**config.mk**
```make
export PLATFORM = sky130hd
export DESIGN_NAME = flow_size_class_counter
export DESIGN_NICKNAME = d
export VERILOG_FILES = /design/src/sv/fcc_pkg.sv /design/src/sv/fcc_cell.sv /design/src/sv/flow_size_class_counter.sv
export SDC_FILE = /design/constraint.sdc
export NUM_CORES = 2
export LEC_CHECK = 0
export ABC_CLOCK_PERIOD_IN_PS = 87300
export BUFFER_PORTS_ARGS = -buffer_cell sky130_fd_sc_hd__buf_4
export CAP_MARGIN = 20
export CORE_MARGIN = 2
export CORE_UTILIZATION = 60
export DETAILED_ROUTE_END_ITERATION = 12
export PLACE_DENSITY = 0.79
export SYNTH_ARGS = -nofsm -noshare
export SYNTH_HDL_FRONTEND = slang
export SYNTH_HIERARCHICAL = 1
export SYNTH_SLANG_ARGS = --single-unit
```
**constraint.sdc**
```tcl
create_clock -name clk -period 87.3 [get_ports clk]
set_clock_uncertainty 0.2 [all_clocks]
set_input_delay 17.46 -clock clk [delete_from_list [all_inputs] [get_ports clk]]
set_output_delay 17.46 -clock clk [all_outputs]
set_load 0.02 [all_outputs]
```
**src/sv/fcc_pkg.sv**
```systemverilog
`default_nettype none
package fcc_pkg;

  localparam int IDX_W   = 3;
  localparam int TAG_W   = 8;
  localparam int SIZE_W  = 32;
  localparam int COUNT_W = 32;
  localparam int ACT_W   = 2;
  localparam int CFG_W   = 4;

  localparam logic [ACT_W-1:0] ACT_RECORD = 2'd0;
  localparam logic [ACT_W-1:0] ACT_WRITE  = 2'd1;
  localparam logic [ACT_W-1:0] ACT_READ   = 2'd2;

  localparam logic [SIZE_W-1:0] RST_BOUND0 = 32'd113154;
  localparam logic [SIZE_W-1:0] RST_BOUND1 = 32'd5671937;
  localparam logic [SIZE_W-1:0] RST_BOUND2 = 32'd1000000000;

  // token that walks the ring of cells
  typedef struct packed {
    logic [ACT_W-1:0]   action;
    logic [SIZE_W-1:0]  size;
    logic [IDX_W-1:0]   index;
    logic [TAG_W-1:0]   tag;
    logic [SIZE_W-1:0]  bound;
    logic               pass;   // 0: classify / write / read, 1: count
    logic               found;
    logic               hit;
    logic [COUNT_W-1:0] count;
  } tok_t;

  function automatic logic [SIZE_W-1:0] rst_bound(input int i);
    logic [SIZE_W-1:0] b;
    case (i)
      0:       b = RST_BOUND0;
      1:       b = RST_BOUND1;
      2:       b = RST_BOUND2;
      default: b = '0;
    endcase
    return b;
  endfunction

  function automatic logic [TAG_W-1:0] rst_tag(input int i);
    logic [TAG_W-1:0] t;
    case (i)
      0:       t = 8'd0;
      1:       t = 8'd1;
      2:       t = 8'd2;
      default: t = '0;
    endcase
    return t;
  endfunction

endpackage
`default_nettype wire

```
**src/sv/fcc_cell.sv**
```systemverilog
`default_nettype none
module fcc_cell #(
  parameter int          IDX       = 0,
  parameter int          BND_W     = 32,
  parameter logic [31:0] RST_BOUND = 32'd0,
  parameter logic [7:0]  RST_TAG   = 8'd0
) (
  input  logic          clk,
  input  logic          rst_n,
  input  logic          en,
  input  logic          active,
  input  logic          last,
  input  logic          vld_i,
  input  fcc_pkg::tok_t tok_i,
  output logic          vld_o,
  output fcc_pkg::tok_t tok_o
);
  import fcc_pkg::*;

  localparam logic             ADDRESSABLE = (IDX < (1 << IDX_W));
  localparam logic [IDX_W-1:0] MY_IDX      = IDX_W'(IDX % (1 << IDX_W));

  logic [BND_W-1:0]   bnd_r, bnd_nxt;
  logic [TAG_W-1:0]   tag_r, tag_nxt;
  logic [COUNT_W-1:0] cnt_r, cnt_nxt;
  logic [COUNT_W-1:0] cnt_inc;
  logic               vld_r;
  tok_t               tok_r, tok_nxt;
  logic               addr_hit;
  logic               size_le;

  assign addr_hit = ADDRESSABLE && (tok_i.index == MY_IDX);
  assign size_le  = tok_i.size <= SIZE_W'(bnd_r);
  assign cnt_inc  = (&cnt_r) ? cnt_r : cnt_r + COUNT_W'(1);

  always_comb begin
    tok_nxt = tok_i;
    bnd_nxt = bnd_r;
    tag_nxt = tag_r;
    cnt_nxt = cnt_r;
    if (vld_i) begin
      case (tok_i.action)
        ACT_RECORD: begin
          if (!tok_i.pass) begin
            // first bound that covers the size, else the last active entry
            if (active && !tok_i.found && (size_le || last)) begin
              tok_nxt.found = 1'b1;
              tok_nxt.tag   = tag_r;
            end
          end else if (active && !tok_i.hit && (tag_r == tok_i.tag)) begin
            cnt_nxt       = cnt_inc;
            tok_nxt.count = cnt_inc;
            tok_nxt.hit   = 1'b1;
          end
        end
        ACT_WRITE: begin
          if (!tok_i.pass && addr_hit) begin
            tag_nxt       = tok_i.tag;
            bnd_nxt       = tok_i.bound[BND_W-1:0];
            cnt_nxt       = '0;
            tok_nxt.found = 1'b1;
          end
        end
        ACT_READ: begin
          if (!tok_i.pass && addr_hit) begin
            tok_nxt.tag   = tag_r;
            tok_nxt.count = cnt_r;
            tok_nxt.found = 1'b1;
            cnt_nxt       = '0;
          end
        end
        default: begin
        end
      endcase
    end
  end

  always_ff @(posedge clk) begin
    if (!rst_n) begin
      vld_r <= 1'b0;
      bnd_r <= RST_BOUND[BND_W-1:0];
      tag_r <= RST_TAG;
      cnt_r <= '0;
    end else if (en) begin
      vld_r <= vld_i;
      bnd_r <= bnd_nxt;
      tag_r <= tag_nxt;
      cnt_r <= cnt_nxt;
    end
  end

  always_ff @(posedge clk) begin
    if (en) begin
      tok_r <= tok_nxt;
    end
  end

  assign vld_o = vld_r;
  assign tok_o = tok_r;

endmodule
`default_nettype wire

```
**src/sv/flow_size_class_counter.sv**
```systemverilog
`default_nettype none
// Flow size class counter. The class table lives in a ring of NUM_CLASSES
// cells, each holding one entry's bound, tag and load counter. An item is
// carried as a token around the ring twice, one cell per cycle: the first
// lap classifies a record (or performs a write / read at the addressed cell),
// the second lap counts the record on the first active entry with the chosen
// tag. An item therefore passes through every cell twice between acceptance and the
// output register, and the next item is taken once the result has moved into
// that register; a stalled output holds the ring. in_stall is high while a
// token is in the ring. active_classes is written through the cfg port while
// the block is idle.
module flow_size_class_counter #(
  parameter int NUM_CLASSES = 8,
  parameter int SIZE_BITS   = 32
) (
  input  logic                          clk,
  input  logic                          rst_n,
  input  logic                          in_valid,
  output logic                          in_stall,
  input  logic [fcc_pkg::ACT_W-1:0]     in_action,
  input  logic [fcc_pkg::SIZE_W-1:0]    in_flow_size,
  input  logic [fcc_pkg::IDX_W-1:0]     in_entry_index,
  input  logic [fcc_pkg::TAG_W-1:0]     in_entry_tag,
  input  logic [fcc_pkg::SIZE_W-1:0]    in_entry_bound,
  output logic                          out_valid,
  input  logic                          out_stall,
  output logic [fcc_pkg::TAG_W-1:0]     out_result_tag,
  output logic [fcc_pkg::COUNT_W-1:0]   out_result_count,
  output logic                          out_status,
  input  logic                          cfg_valid,
  output logic                          cfg_ready,
  input  logic [fcc_pkg::CFG_W-1:0]     cfg_active_classes
);
  import fcc_pkg::*;

  localparam int BND_W = (SIZE_BITS < SIZE_W) ? SIZE_BITS : SIZE_W;
  localparam logic [SIZE_W-1:0] SIZE_MASK = SIZE_W'((64'd1 << BND_W) - 64'd1);

  logic [CFG_W-1:0]     act_cls_r;
  logic [CFG_W-1:0]     live;
  logic [7:0]           lim;
  logic                 busy_r;
  logic                 acc_in;
  logic                 en;
  logic                 fin;
  logic                 wrap;
  tok_t                 launch_tok;
  tok_t                 wrap_tok;
  tok_t                 tok_c [NUM_CLASSES+1];
  logic [NUM_CLASSES:0] vld_c;
  logic [NUM_CLASSES-1:0] act_v;
  logic [NUM_CLASSES-1:0] last_v;

  logic                 out_vld_r;
  logic [TAG_W-1:0]     out_tag_r;
  logic [COUNT_W-1:0]   out_cnt_r;
  logic                 out_sts_r;

  // zero counts as one, large values clamp to the table size
  assign live = (act_cls_r == '0) ? CFG_W'(1) : act_cls_r;
  assign lim  = (8'(live) > 8'(NUM_CLASSES)) ? 8'(NUM_CLASSES) : 8'(live);

  assign acc_in    = in_valid && !in_stall;
  assign in_stall  = busy_r;
  assign cfg_ready = !busy_r;

  assign wrap = vld_c[NUM_CLASSES] && !tok_c[NUM_CLASSES].pass;
  assign en   = !(vld_c[NUM_CLASSES] && tok_c[NUM_CLASSES].pass && out_vld_r && out_stall);
  assign fin  = vld_c[NUM_CLASSES] && tok_c[NUM_CLASSES].pass && en;

  always_comb begin
    launch_tok        = '0;
    launch_tok.action = in_action;
    launch_tok.size   = in_flow_size & SIZE_MASK;
    launch_tok.index  = in_entry_index;
    launch_tok.bound  = in_entry_bound;
    if (in_action == ACT_RECORD) begin
      // a single active class always maps to tag 0
      launch_tok.tag   = '0;
      launch_tok.found = (lim == 8'd1);
    end else begin
      launch_tok.tag = in_entry_tag;
    end
    wrap_tok      = tok_c[NUM_CLASSES];
    wrap_tok.pass = 1'b1;
  end

  assign vld_c[0] = acc_in || wrap;
  assign tok_c[0] = wrap ? wrap_tok : launch_tok;

  for (genvar g = 0; g < NUM_CLASSES; g++) begin : g_cell
    assign act_v[g]  = 8'(g) < lim;
    assign last_v[g] = 8'(g) == (lim - 8'd1);

    fcc_cell #(
      .IDX       (g),
      .BND_W     (BND_W),
      .RST_BOUND (rst_bound(g)),
      .RST_TAG   (rst_tag(g))
    ) u_cell (
      .clk    (clk),
      .rst_n  (rst_n),
      .en     (en),
      .active (act_v[g]),
      .last   (last_v[g]),
      .vld_i  (vld_c[g]),
      .tok_i  (tok_c[g]),
      .vld_o  (vld_c[g+1]),
      .tok_o  (tok_c[g+1])
    );
  end

  always_ff @(posedge clk) begin
    if (!rst_n) begin
      act_cls_r <= CFG_W'(1);
      busy_r    <= 1'b0;
      out_vld_r <= 1'b0;
    end else begin
      if (cfg_valid && cfg_ready) begin
        act_cls_r <= cfg_active_classes;
      end
      if (acc_in) begin
        busy_r <= 1'b1;
      end else if (fin) begin
        busy_r <= 1'b0;
      end
      if (fin) begin
        out_vld_r <= 1'b1;
      end else if (out_vld_r && !out_stall) begin
        out_vld_r <= 1'b0;
      end
    end
  end

  always_ff @(posedge clk) begin
    if (fin) begin
      out_tag_r <= tok_c[NUM_CLASSES].found ? tok_c[NUM_CLASSES].tag : '0;
      out_cnt_r <= tok_c[NUM_CLASSES].count;
      out_sts_r <= (tok_c[NUM_CLASSES].action == ACT_RECORD) && !tok_c[NUM_CLASSES].hit;
    end
  end

  assign out_valid        = out_vld_r;
  assign out_result_tag   = out_tag_r;
  assign out_result_count = out_cnt_r;
  assign out_status       = out_sts_r;

`ifndef SYNTHESIS
  a_one_token: assert property (@(posedge clk) disable iff (!rst_n)
    $countones(vld_c[NUM_CLASSES:1]) <= 1)
    else $error("more than one token in the ring");

  a_idle_empty: assert property (@(posedge clk) disable iff (!rst_n)
    !busy_r |-> (vld_c[NUM_CLASSES:1] == '0))
    else $error("token in the ring while idle");

  a_accept_busy: assert property (@(posedge clk) disable iff (!rst_n)
    acc_in |=> busy_r && !fin)
    else $error("accepted transfer did not occupy the ring");

  a_miss_zero: assert property (@(posedge clk) disable iff (!rst_n)
    out_valid && out_status |-> out_result_count == '0)
    else $error("missing tag reported with nonzero count");
`endif

endmodule
`default_nettype wire

```
==> reports/metrics.yaml <==
yosysTopAreaCell: "edfxtp_1"
drc: 0
syn_avg_cell_area_um2: 10.3
cts_max_path_buffers: 3
die_area_mm2: 0.125
reg2reg_slack_ps: 81750
ys_seq_area_frac: 0.544
die_h_um: 354
worstSetupEndpoint: "g_cell[0].u_cell/tok_o[88]"
crit_start: "out_stall"
ys_ff_latch: 1527
antenna_left: 0
holdWs_ps: 245
rows: 128
clock_latency_ps: 790
grtUsageTotal: 0.321
r2r_start: "g_cell[7].u_cell/tok_o[34]"
status: "completed"
dpl_cell_area_mm2: 0.0753
cts_tree: "done"
totalWireLength_um: 207000
synth_top_area_frac: 0.383
start_util: 0.604
r2r_cells: 11
start_kind: "input port"
overflow: 0
final_nets: 7497
rsz0062_at_grt: "no"
antenna_found_initial: 10
r2r-end: "g_cell[0].u_cell/tok_o[68]"
grt_pass1_vias: 53700
fin_crit_ps: 21560
hold_viol: 0
drv_slew: 0
place.port_buffers: 129
clock-sinks: 1527
cp_max_fo: 78
multiInputGateArea_mm2: 0.0302
ios: 130
wl_per_cell_um: 23.3
area_growth_pct: 10.2
syn_area_mm2: 0.0734
drive_gt1_frac: 0.0904
ctsResizeCount: 0
cp.arrival_ps: 21770
drtPass1Iterations: 13
fillCellCount: 8750
num_vias: 58300
setup_tns_ps: 0
synth_cell_types: 113
final-setup-viol-count: 0
ir_drop_mv: 0.0188
async_flop_share: 0
cts_buffers: 155
root_buffer: "clkbuf_16"
core-area_mm2: 0.122
cts.clk_slew.worst_paths_ps: 60
worstSetupPathType: "in -> reg"
avgViaCountPerCell: 6.57
period_share: 0.247
dp_hpwl_um: 141000
place_congestion: 0.941
relSlewSlack: 0.186
synth_edf_count: 937
netlist_instances: 7156
cts_hold_buf: 0
hold_path.class: "reg -> reg"
power_density_mw_per_mm2: 19.5
cp-end-kind: "register"
worst_pin_slew_ps: 1210
post_cts_buffers: 0
drv_cap: 0
p_leak_nw: 29.1
timing.fmax_ghz: 0.0464
netlist_top_cells_area: "edfxtp_1 38%, dfxtp_1 16%, nand2_1 5.9%"
regArea_mm2: 0.0399
drtIter0Drc: 8317
ys_warn_count: 6
final_area_mm2: 0.0809
grt_pass1_wl_um: 313000
required_ps: 87510
grt_max_degree: 168
synthFlopType: "edfxtp_1"
cts_max_level: 4
fp.dieW_um: 354
## sequential cells by signal, summed over array words and instances, names as in the netlist, 4 cells and up
register,flops
g_cell.u_cell/bnd_r,256
g_cell.u_cell/tag_r,64
act_cls_r,4
g_cell.u_cell/tok_o,896
g_cell.u_cell/cnt_r,256
g_cell.u_cell/vld_o,8
out_result_count,32
out_result_tag,8
## metal layers
metal / share of wire / GRT usage / wire length [um]
met5: 0.000063 / 0 / 13
met4: 0.034 / 0.121 / 7080
met3: 0.11 / 0.0588 / 23300
met2: 0.45 / 0.487 / 92300
met1: 0.41 / 0.462 / 84300
## worst min-delay path by stage
stage	from	endpoint	slack [ps]	cells after the start
finish	g_cell[0].u_cell/tok_o[61]	g_cell[1].u_cell/tok_o[61]	240	0
global route	g_cell[0].u_cell/tok_o[61]	g_cell[1].u_cell/tok_o[61]	250	0
CTS	g_cell[0].u_cell/tok_o[61]	g_cell[1].u_cell/tok_o[61]	240	0
detailed placement	g_cell[2].u_cell/tok_o[75]	g_cell[3].u_cell/tok_o[75]	230	0
global placement	g_cell[3].u_cell/tok_o[77]	g_cell[4].u_cell/tok_o[77]	220	0
floorplan	g_cell[0].u_cell/tok_o[75]	g_cell[1].u_cell/tok_o[75]	220	0
## logic make-up after synthesis
| family | synth area share |
|---|---|
| AO/OA/AOI/OAI | 0.174 |
| AND/OR/NAND/NOR | 0.153 |
| multiplexers | 0.0248 |
| adder cells (fa/ha/maj) | 0.0505 |
| other | 0.0000511 |
| buffers and inverters | 0.0459 |
| flip-flops | 0.544 |
| XOR/XNOR | 0.00800 |
## worst max-delay path, stage by stage
cell	delay, ps
buf_4	130
nand4_1	90
buf_4	640
buf_4	680
buf_4	750
buf_4	860
buf_4	930
## synthesized netlist by cell type, types with 97 or more instances
cell type and n:
nand2_1 1155, edfxtp_1 937, a21oi_1 688, dfxtp_1 590, inv_1 386, o21ai_0 376, ha_1 296, clkbuf_1 274
nor2_1 193, nand3_1 177, nand4_1 128, a22oi_1 124, nor3_1 112, buf_2 97
## cell type report
type	instances	area share
clock buffers	212	0.0548
clock inverters	78	0.0120
well taps	1625	0.0251
inverters	390	0.0181
multi-input cells	4822	0.373
diodes	3	0.0000928
flip-flops and latches	1527	0.494
repair buffers	219	0.0227
## cell usage in the layout (no fill, tap or decap), types with 42 or more instances in the layout
cell type / n
nand2_1: 1155
edfxtp_1: 937
a21oi_1: 686
dfxtp_1: 590
inv_1: 383
o21ai_0: 375
ha_1: 296
buf_4: 203
nor2_1: 186
nand3_1: 177
clkbuf_16: 161
nand4_1: 128
a22oi_1: 124
nor3_1: 111
and2_1: 95
a31oi_1: 93
o311ai_0: 93
mux2i_1: 92
and3_1: 91
o21ai_1: 83
or3_1: 82
o31ai_1: 75
o311ai_1: 66
mux2_2: 60
o211ai_1: 50
xor2_1: 49
and4_1: 46
a21boi_0: 45
a221o_1: 44
nand2b_1: 42
a41oi_1: 42
## metrics by stage
stage / utilization / std cells / worst slack, ps / power, mW
after global placement: 0.618 / 8569 / 65020 / 0.884
after CTS: 0.664 / 8863 / 65810 / 1.58
final: 0.665 / 8876 / 65740 / 1.58
after detailed placement: 0.619 / 8573 / 64950 / 0.887
after global routing: 0.665 / 8873 / 65470 / 1.62
after floorplan: - / 7159 / 33150 / 0.855
## where the power goes
part / leakage [nW] / total, mW / internal (mW) / switching, mW
Clock: 2.64 / 0.700 / 0.412 / 0.288
Combinational: 11.3 / 0.0704 / 0.0283 / 0.0422
Sequential: 15.1 / 0.806 / 0.786 / 0.0200
Total: 29.1 / 1.58 / 1.23 / 0.350
(Power assumes the default switching activity.)
